**config.mk**
```make
export PLATFORM = sky130hd
export DESIGN_NAME = keypad_power_timer_controller
export DESIGN_NICKNAME = d
export VERILOG_FILES = /design/src/hw/rtl/kptc_pkg.sv /design/src/hw/rtl/kptc_next.sv /design/src/hw/rtl/keypad_power_timer_controller.sv
export SDC_FILE = /design/constraint.sdc
export NUM_CORES = 1
export LEC_CHECK = 0
export ABC_CLOCK_PERIOD_IN_PS = 16600
export BUFFER_PORTS_ARGS = -buffer_cell sky130_fd_sc_hd__buf_2
export CAP_MARGIN = 20
export CORE_ASPECT_RATIO = 1.5
export CORE_MARGIN = 5
export CORE_UTILIZATION = 50
export DETAILED_ROUTE_END_ITERATION = 6
export PLACE_DENSITY = 0.67
export SLEW_MARGIN = 0
export SYNTH_ARGS = -nofsm -noshare
export SYNTH_HDL_FRONTEND = slang
export SYNTH_SLANG_ARGS = --single-unit
```
**constraint.sdc**
```tcl
create_clock -name clk -period 16.6 [get_ports clk]
set_input_delay 0.83 -clock clk [delete_from_list [all_inputs] [get_ports clk]]
set_output_delay 0.83 -clock clk [all_outputs]
set_load 0.01 [all_outputs]
```
**src/hw/rtl/kptc_pkg.sv**
```systemverilog
package kptc_pkg;

    // Key values after table lookup (digits 0..9 use their own value)
    localparam logic [3:0] KEY_ENTER  = 4'd10;
    localparam logic [3:0] KEY_CANCEL = 4'd11;

    // Scale register value after reset
    localparam logic [7:0] DUTY_SCALE_RESET = 8'd120;

    // Raw matrix codes: column mask in the high nibble, row one-hot in the low
    localparam logic [7:0] CODE_K3     = 8'h11;
    localparam logic [7:0] CODE_K2     = 8'h21;
    localparam logic [7:0] CODE_K1     = 8'h41;
    localparam logic [7:0] CODE_K6     = 8'h12;
    localparam logic [7:0] CODE_K5     = 8'h22;
    localparam logic [7:0] CODE_K4     = 8'h42;
    localparam logic [7:0] CODE_K9     = 8'h14;
    localparam logic [7:0] CODE_K8     = 8'h24;
    localparam logic [7:0] CODE_K7     = 8'h44;
    localparam logic [7:0] CODE_ENTER  = 8'h18;
    localparam logic [7:0] CODE_K0     = 8'h28;
    localparam logic [7:0] CODE_CANCEL = 8'h48;

    // Wrap values for the time digits when a borrow passes through them
    localparam logic [3:0] MINUTE_UNITS_WRAP = 4'd9;
    localparam logic [3:0] TENS_WRAP         = 4'd5;
    localparam logic [3:0] UNITS_WRAP        = 4'd9;

    localparam int TIME_DIGITS = 6;

    typedef enum logic [2:0] {
        PH_IDLE  = 3'd0,
        PH_POWER = 3'd1,
        PH_TIME  = 3'd2,
        PH_READY = 3'd3,
        PH_RUN   = 3'd4
    } phase_t;

    // Architectural state of the controller
    typedef struct packed {
        phase_t                          phase;
        logic [1:0]                      entry_pos;
        logic [1:0][3:0]                 power_digits;
        logic [TIME_DIGITS-1:0][3:0]     time_digits;
        logic [3:0]                      last_key;
        logic                            counting;
        logic                            drive;
        logic                            led;
        logic [14:0]                     compare;
    } state_t;

    // Look up a raw code; bit 4 flags a known code, bits 3:0 give its value
    function automatic logic [4:0] key_lookup(input logic [7:0] code);
        logic [4:0] res;
        res = 5'd0;
        unique case (code)
            CODE_K3:     res = {1'b1, 4'd3};
            CODE_K2:     res = {1'b1, 4'd2};
            CODE_K1:     res = {1'b1, 4'd1};
            CODE_K6:     res = {1'b1, 4'd6};
            CODE_K5:     res = {1'b1, 4'd5};
            CODE_K4:     res = {1'b1, 4'd4};
            CODE_K9:     res = {1'b1, 4'd9};
            CODE_K8:     res = {1'b1, 4'd8};
            CODE_K7:     res = {1'b1, 4'd7};
            CODE_ENTER:  res = {1'b1, KEY_ENTER};
            CODE_K0:     res = {1'b1, 4'd0};
            CODE_CANCEL: res = {1'b1, KEY_CANCEL};
            default:     res = 5'd0;
        endcase
        return res;
    endfunction

    // Power percent from the two entered digits
    function automatic logic [6:0] percent(input logic [1:0][3:0] d);
        logic [6:0] tens;
        tens = {3'd0, d[0]};
        return 7'((tens << 3) + (tens << 1) + {3'd0, d[1]});
    endfunction

endpackage

```
**src/hw/rtl/kptc_next.sv**
```systemverilog
module kptc_next (
    input  kptc_pkg::state_t state_cur,
    input  logic             mode,
    input  logic [7:0]       scan_code,
    input  logic [7:0]       duty_scale,
    output kptc_pkg::state_t state_nxt
);

    logic [4:0]                              lookup;
    logic [3:0]                              key_val;
    logic [kptc_pkg::TIME_DIGITS-1:0][3:0]   dec_digits;
    logic                                    time_zero;
    logic                                    dec_zero;
    logic [6:0]                              pct;
    logic [14:0]                             product;

    // Resolve the pressed key, falling back to the last one on a miss
    assign lookup  = kptc_pkg::key_lookup(scan_code);
    assign key_val = lookup[4] ? lookup[3:0] : state_cur.last_key;

    assign pct     = kptc_pkg::percent(state_cur.power_digits);
    assign product = 15'({7'd0, duty_scale} * {8'd0, pct});

    assign time_zero = (state_cur.time_digits == '0);

    // Borrowing BCD countdown, seconds units first
    always_comb
    begin
        logic borrow;
        logic [3:0] wrap;
        dec_digits = state_cur.time_digits;
        borrow     = 1'b1;
        for (int k = kptc_pkg::TIME_DIGITS - 1; k >= 0; k--)
        begin
            unique case (k)
                5:       wrap = kptc_pkg::UNITS_WRAP;
                4:       wrap = kptc_pkg::TENS_WRAP;
                3:       wrap = kptc_pkg::MINUTE_UNITS_WRAP;
                2:       wrap = kptc_pkg::TENS_WRAP;
                1:       wrap = kptc_pkg::UNITS_WRAP;
                default: wrap = 4'd0;
            endcase
            if (borrow)
            begin
                if (k > 0 && state_cur.time_digits[k] == 4'd0)
                begin
                    dec_digits[k] = wrap;
                end
                else
                begin
                    dec_digits[k] = state_cur.time_digits[k] - 4'd1;
                    borrow        = 1'b0;
                end
            end
        end
    end

    assign dec_zero = (dec_digits == '0);

    // Next state for one press or tick
    always_comb
    begin
        kptc_pkg::state_t cleared;
        logic [1:0] pos_inc;

        cleared           = '0;
        cleared.phase     = kptc_pkg::PH_IDLE;
        cleared.last_key  = state_cur.last_key;

        state_nxt = state_cur;
        pos_inc   = state_cur.entry_pos + 2'd1;

        if (!mode)
        begin
            cleared.last_key   = key_val;
            state_nxt.last_key = key_val;
            if (key_val == kptc_pkg::KEY_CANCEL)
            begin
                state_nxt = cleared;
            end
            else
            begin
                // Any digit wakes the block from idle
                if (state_cur.phase == kptc_pkg::PH_IDLE && key_val != kptc_pkg::KEY_ENTER)
                begin
                    state_nxt.phase = kptc_pkg::PH_POWER;
                end

                if (state_nxt.phase == kptc_pkg::PH_POWER
                    && key_val != kptc_pkg::KEY_ENTER)
                begin
                    state_nxt.power_digits[state_cur.entry_pos[0]] = key_val;
                    if (pos_inc > 2'd1)
                    begin
                        state_nxt.entry_pos = 2'd0;
                        state_nxt.phase     = kptc_pkg::PH_TIME;
                    end
                    else
                    begin
                        state_nxt.entry_pos = pos_inc;
                    end
                end
                else if (state_nxt.phase == kptc_pkg::PH_TIME
                         && key_val != kptc_pkg::KEY_ENTER)
                begin
                    state_nxt.time_digits[{1'b0, state_cur.entry_pos}] = key_val;
                    if (state_cur.entry_pos == 2'd3)
                    begin
                        state_nxt.entry_pos = 2'd0;
                        state_nxt.phase     = kptc_pkg::PH_READY;
                    end
                    else
                    begin
                        state_nxt.entry_pos = pos_inc;
                    end
                end
                else if (state_nxt.phase == kptc_pkg::PH_READY
                         && key_val == kptc_pkg::KEY_ENTER)
                begin
                    state_nxt.drive     = 1'b1;
                    state_nxt.counting  = 1'b1;
                    state_nxt.compare   = product;
                    state_nxt.phase     = kptc_pkg::PH_RUN;
                    state_nxt.entry_pos = 2'd0;
                end

                if (state_nxt.phase == kptc_pkg::PH_RUN)
                begin
                    state_nxt.entry_pos = 2'd0;
                end
            end
        end
        else
        begin
            // Tick: count down while running, toggle the LED in run, end the run at zero
            if (state_cur.counting && time_zero)
            begin
                state_nxt = cleared;
            end
            else if (state_cur.counting && dec_zero)
            begin
                state_nxt = cleared;
            end
            else
            begin
                if (state_cur.counting)
                begin
                    state_nxt.time_digits = dec_digits;
                end
                if (state_cur.phase == kptc_pkg::PH_RUN)
                begin
                    state_nxt.led = !state_cur.led;
                end
            end
        end
    end

endmodule

```
**src/hw/rtl/keypad_power_timer_controller.sv**
```systemverilog
// Pipeline: one input register, then one result register that drives m_tdata.
// Throughput: one word per cycle unless m_tready holds a result back; the state
// register is updated from combinational next-state logic.
// Reset (rst_n low, asynchronous): idle, all digits and flags zero, last key
// digit 0, duty_scale 120, no word held in either register.
module keypad_power_timer_controller (
    input  logic        clk,
    input  logic        rst_n,
    input  logic        cfg_wen,
    input  logic [7:0]  cfg_wdata,    // duty_scale
    input  logic        s_tvalid,
    output logic        s_tready,
    input  logic [7:0]  s_tdata,      // scan_code
    input  logic        s_tuser,      // mode
    output logic        m_tvalid,
    input  logic        m_tready,
    output logic [55:0] m_tdata       // phase[2:0], power_percent[9:3],
                                      // hour_tens[13:10], hour_units[17:14],
                                      // minute_tens[21:18], minute_units[25:22],
                                      // second_tens[28:26], second_units[32:29],
                                      // duty_count[47:33], heating_on[48],
                                      // led_state[49], zero fill[55:50]
);

    logic             in_valid_reg;
    logic             in_mode_reg;
    logic [7:0]       in_code_reg;
    logic             out_valid_reg;
    logic [55:0]      out_data_reg;
    logic [55:0]      out_data_next;
    logic [7:0]       duty_scale_reg;
    kptc_pkg::state_t state_reg;
    kptc_pkg::state_t state_next;
    logic             advance;

    // Process the held word when the result register can take it
    assign advance  = in_valid_reg && (!out_valid_reg || m_tready);
    assign s_tready = !in_valid_reg || advance;
    assign m_tvalid = out_valid_reg;
    assign m_tdata  = out_data_reg;

    kptc_next u_next (
        .state_cur  (state_reg),
        .mode       (in_mode_reg),
        .scan_code  (in_code_reg),
        .duty_scale (duty_scale_reg),
        .state_nxt  (state_next)
    );

    // Pack the result word
    assign out_data_next = {
        6'd0,
        state_next.led,
        state_next.drive,
        state_next.compare,
        state_next.time_digits[5],
        state_next.time_digits[4][2:0],
        state_next.time_digits[3],
        state_next.time_digits[2],
        state_next.time_digits[1],
        state_next.time_digits[0],
        kptc_pkg::percent(state_next.power_digits),
        state_next.phase
    };

    // Hold the configuration register
    always_ff @(posedge clk or negedge rst_n)
    begin
        if (!rst_n)
        begin
            duty_scale_reg <= kptc_pkg::DUTY_SCALE_RESET;
        end
        else if (cfg_wen)
        begin
            duty_scale_reg <= cfg_wdata;
        end
    end

    // Capture input words
    always_ff @(posedge clk or negedge rst_n)
    begin
        if (!rst_n)
        begin
            in_valid_reg <= 1'b0;
        end
        else if (s_tready)
        begin
            in_valid_reg <= s_tvalid;
        end
    end

    always_ff @(posedge clk)
    begin
        if (s_tready && s_tvalid)
        begin
            in_mode_reg <= s_tuser;
            in_code_reg <= s_tdata;
        end
    end

    // Advance controller state
    always_ff @(posedge clk or negedge rst_n)
    begin
        if (!rst_n)
        begin
            state_reg <= '0;
        end
        else if (advance)
        begin
            state_reg <= state_next;
        end
    end

    // Hold the result word until taken
    always_ff @(posedge clk or negedge rst_n)
    begin
        if (!rst_n)
        begin
            out_valid_reg <= 1'b0;
        end
        else if (advance)
        begin
            out_valid_reg <= 1'b1;
        end
        else if (m_tready)
        begin
            out_valid_reg <= 1'b0;
        end
    end

    always_ff @(posedge clk)
    begin
        if (advance)
        begin
            out_data_reg <= out_data_next;
        end
    end

`ifndef SYNTHESIS
    a_run_flags: assert property (@(posedge clk) disable iff (!rst_n)
        (state_reg.phase == kptc_pkg::PH_RUN) |-> (state_reg.drive && state_reg.counting))
        else $error("running without drive or countdown");

    a_idle_quiet: assert property (@(posedge clk) disable iff (!rst_n)
        (state_reg.phase != kptc_pkg::PH_RUN)
        |-> (state_reg.compare == 15'd0 && !state_reg.drive && !state_reg.led))
        else $error("drive, compare or LED active outside run");

    a_sec_tens: assert property (@(posedge clk) disable iff (!rst_n)
        state_reg.time_digits[4] <= kptc_pkg::TENS_WRAP)
        else $error("seconds tens digit out of range");

    a_result_follows: assert property (@(posedge clk) disable iff (!rst_n)
        advance |=> (out_valid_reg && out_data_reg[2:0] == state_reg.phase))
        else $error("result word does not match updated state");
`endif

endmodule
```
==> flow_summary.yaml <==
finish:
  fin_nets: 1085
  drive_above_1_share: 0.164
  layout_commonest_cell: "nand2_1"
  num_antenna_cells: 0
  fillers: 1573
  area_delta_synth_final_pct: 12.3
  layout_common_cells: "102 x nand2_1, 74 x inv_1, 73 x buf_2"
  largest_register_ffs: 59
setup_path:
  crit_chain: "inv_1 > fa_1 > inv_1 > fa_1 > a21o_1 > a21oi_1 > xnor2_1 > and2_1 > fa_1 > inv_1 > fa_1 > inv_1 > fa_1 > inv_1 > fa_1 > inv_1 > ha_1 > or3_1 > o21ai_0 > a21oi_1 > a2111oi_0 > xnor2_1 > a22o_1"
  worst_path_max_delay_cell: "a2111oi_0"
  critical_path_buf_inv_count: 6
  ff2ff_path_depth: 23
  regToRegSetupSlack_ns: 9.77
  reg2reg_from: "state_reg[46]"
  arrival_ns: 7.00
  cp_max_fo: 8
  path_class: "register to register"
  cpPeakStageDelay_ns: 0.78
  start_kind: "register"
  r2r_end: "m_tdata[44]"
  worst_ep_required_time_ns: 16.78
  cpLargestDelayFamily: "adder cells"
  endpoint_kind: "register"
clock_network:
  path_clk_slew_ns: 0.06
  htree_levels: 4
  cts_made_buffers: 17
  cts_resized: 0
  post-cts-setup-buffers: 0
  clk_latency_ns: 0.42
  cts_hold_buf: 0
  cts_tree: "done"
  cts_buffer_depth: 2
  cts-root-buf: "clkbuf_16"
  cts_sinks: 128
grt:
  grt_pass1_wl_um: 35800
  grt_antenna_before_repair: 0
  track_usage: 0.212
  grt_max_degree: 70
  grt_overflow: 0
  grt_pass1_vias: 7176
power_and_ir_drop:
  total_power_w: 0.00207
  p_seq_frac: 0.230
  p_switching_w: 0.000889
  ir_worst_vdd_v: 0.000213
  p_int_w: 0.00118
  power.share.switching: 0.429
  p_leak_nw: 4.60
  power_density_mw_per_mm2: 203
  clkPwrFrac: 0.209
  p_comb_frac: 0.562
floorplan:
  rows: 60
  ios: 80
  fp.dieArea_mm2: 0.0211
  initial_core_util: 0.508
  die_x_um: 120
  fp.dieH_um: 175
  core_area_mm2: 0.0179
drt:
  dr.pass1.iters: 5
  drc: 0
  wl_um: 21300
  dr_total_vias: 7138
  drt-initial-drc-count: 524
  ant_nets: 0
  vias_per_cell: 5.92
  wire_per_inst_um: 17.7
min_path:
  hp-start: "state_reg[0]"
  min_to: "state_reg[0]"
  whs_path_depth: 2
  hp-class: "register to register"
sta:
  final-hold-violation-count: 0
  maxClockFrequency_ghz: 0.147
  slew_violations: 0
  setup-tns-final_ns: 0
  tightest_slew_ns: 1.06
  slew-limit-headroom: 0.287
  min_period_ns: 6.83
  setup_violations: 0
  fin_skew_ns: 0.00683
  layout_setup_ws_ns: 9.77
  fin_crit_sh: 0.411
  grt_setup_unrepaired: "false"
synthesis:
  yosys_warnings: 0
  synth_area_leaders: "edfxtp_1 19%, dfrtp_1 18%, ha_1 7.6%"
  ys_ff_latch: 128
  synth.avg_cell_area_um2: 9.88
  synth_edf_count: 59
  netlist.area_leader.share: 0.194
  seq_area_frac_synth: 0.385
  synth_area_mm2: 0.00911
  synthCells: 922
  synth.distinct_cells: 93
  synthArstFlopShare: 0.539
  synth_top_cell_by_area: "edfxtp_1"
  ys.flop_type: "dfrtp_1"
placed_design:
  portBuffers: 73
  dp_hpwl_um: 15500
  place_congestion: 0.851
  pre_cts_ws_ns: 9.78
flow_run:
  maxCapViolations: 0
outcome:
  status: "finished clean"
routing by layer:
| layer | track usage | share of wire | wire, um | vias up |
|---|---|---|---|---|
| li1 | - | - | - | 3407 |
| met3 | 0.0329 | 0.040 | 849 | 48 |
| met2 | 0.400 | 0.55 | 11600 | 180 |
| met4 | 0.0733 | 0.028 | 595 | 0 |
| met1 | 0.241 | 0.39 | 8240 | 3503 |
| met5 | 0 | 0 | 0 | - |
worst max path at each step:
stage                  startpoint  slack (ns)     endpoint  cells after the start
floorplan           state_reg[46]       10.24  m_tdata[44]                     23
global placement    state_reg[46]        9.92  m_tdata[44]                     23
detailed placement  state_reg[46]        9.78  m_tdata[44]                     23
CTS                 state_reg[46]        9.74  m_tdata[44]                     23
global route        state_reg[46]        9.22  m_tdata[44]                     23
finish              state_reg[46]        9.77  m_tdata[44]                     23
stage by stage:
| step | instance area, um2 | cells | util | hold WS [ns] |
|---|---|---|---|---|
| 2_1_floorplan | 9130 | 927 | - | 0.439 |
| 3_3_place_gp | 9550 | 1173 | 0.532 | 0.465 |
| 3_5_place_dp | 9550 | 1173 | 0.532 | 0.466 |
| 4_1_cts | 10200 | 1205 | 0.570 | 0.473 |
| 5_1_grt | 10200 | 1205 | 0.570 | 0.511 |
| 6_report | 10200 | 1205 | 0.570 | 0.473 |
cell usage after synthesis, types with 11 or more instances:
cell and number:
nand2_1 102, inv_1 75, dfrtp_1 65, edfxtp_1 59
ha_1 55, and2_1 43, nor2_1 43, o21ai_0 41
fa_1 33, a21oi_1 32, a22o_1 31, clkbuf_1 23
o21ai_1 23, nor3_1 21, nand2b_1 18, mux2_2 16
nand3_1 15, buf_2 14, a21o_1 13, xnor2_1 12
buf_4 11
power by group through the flow:
stage	Sequential (W)	Combinational, W	Clock [W]
finish	0.000476	0.00116	0.000433
global route	0.000487	0.00135	0.000452
CTS	0.000475	0.00119	0.000438
detailed placement	0.000481	0.00118	0
global placement	0.000479	0.00117	0
floorplan	0.000458	0.000912	0
tightest hold or removal path: cells and delay by family (launching register included):
family           cells  cell delay, ns
flip-flops           1            0.34
AND/OR/NAND/NOR      2            0.10
cell type report:
cell class | count | area (um2) | share of cell area
timing repair buffer | 80 | 418 | 0.0408
clock buffer | 18 | 429 | 0.0419
clock inverter | 14 | 250 | 0.0245
multi-input combinational | 673 | 5080 | 0.496
tap | 217 | 272 | 0.0265
sequential | 128 | 3500 | 0.342
inverter | 75 | 282 | 0.0275
logic make-up after synthesis:
logic type / count (synthesis) / share of synthesized area
AND/OR/NAND/NOR: 308 / 0.179
XOR/XNOR: 22 / 0.0220
other: 1 / 0.000412
buffers and inverters: 126 / 0.0600
AO/OA/AOI/OAI: 224 / 0.177
flip-flops: 128 / 0.385
adder cells (fa/ha/maj): 88 / 0.148
multiplexers: 25 / 0.0297
Power figures use the tool's default switching activity.
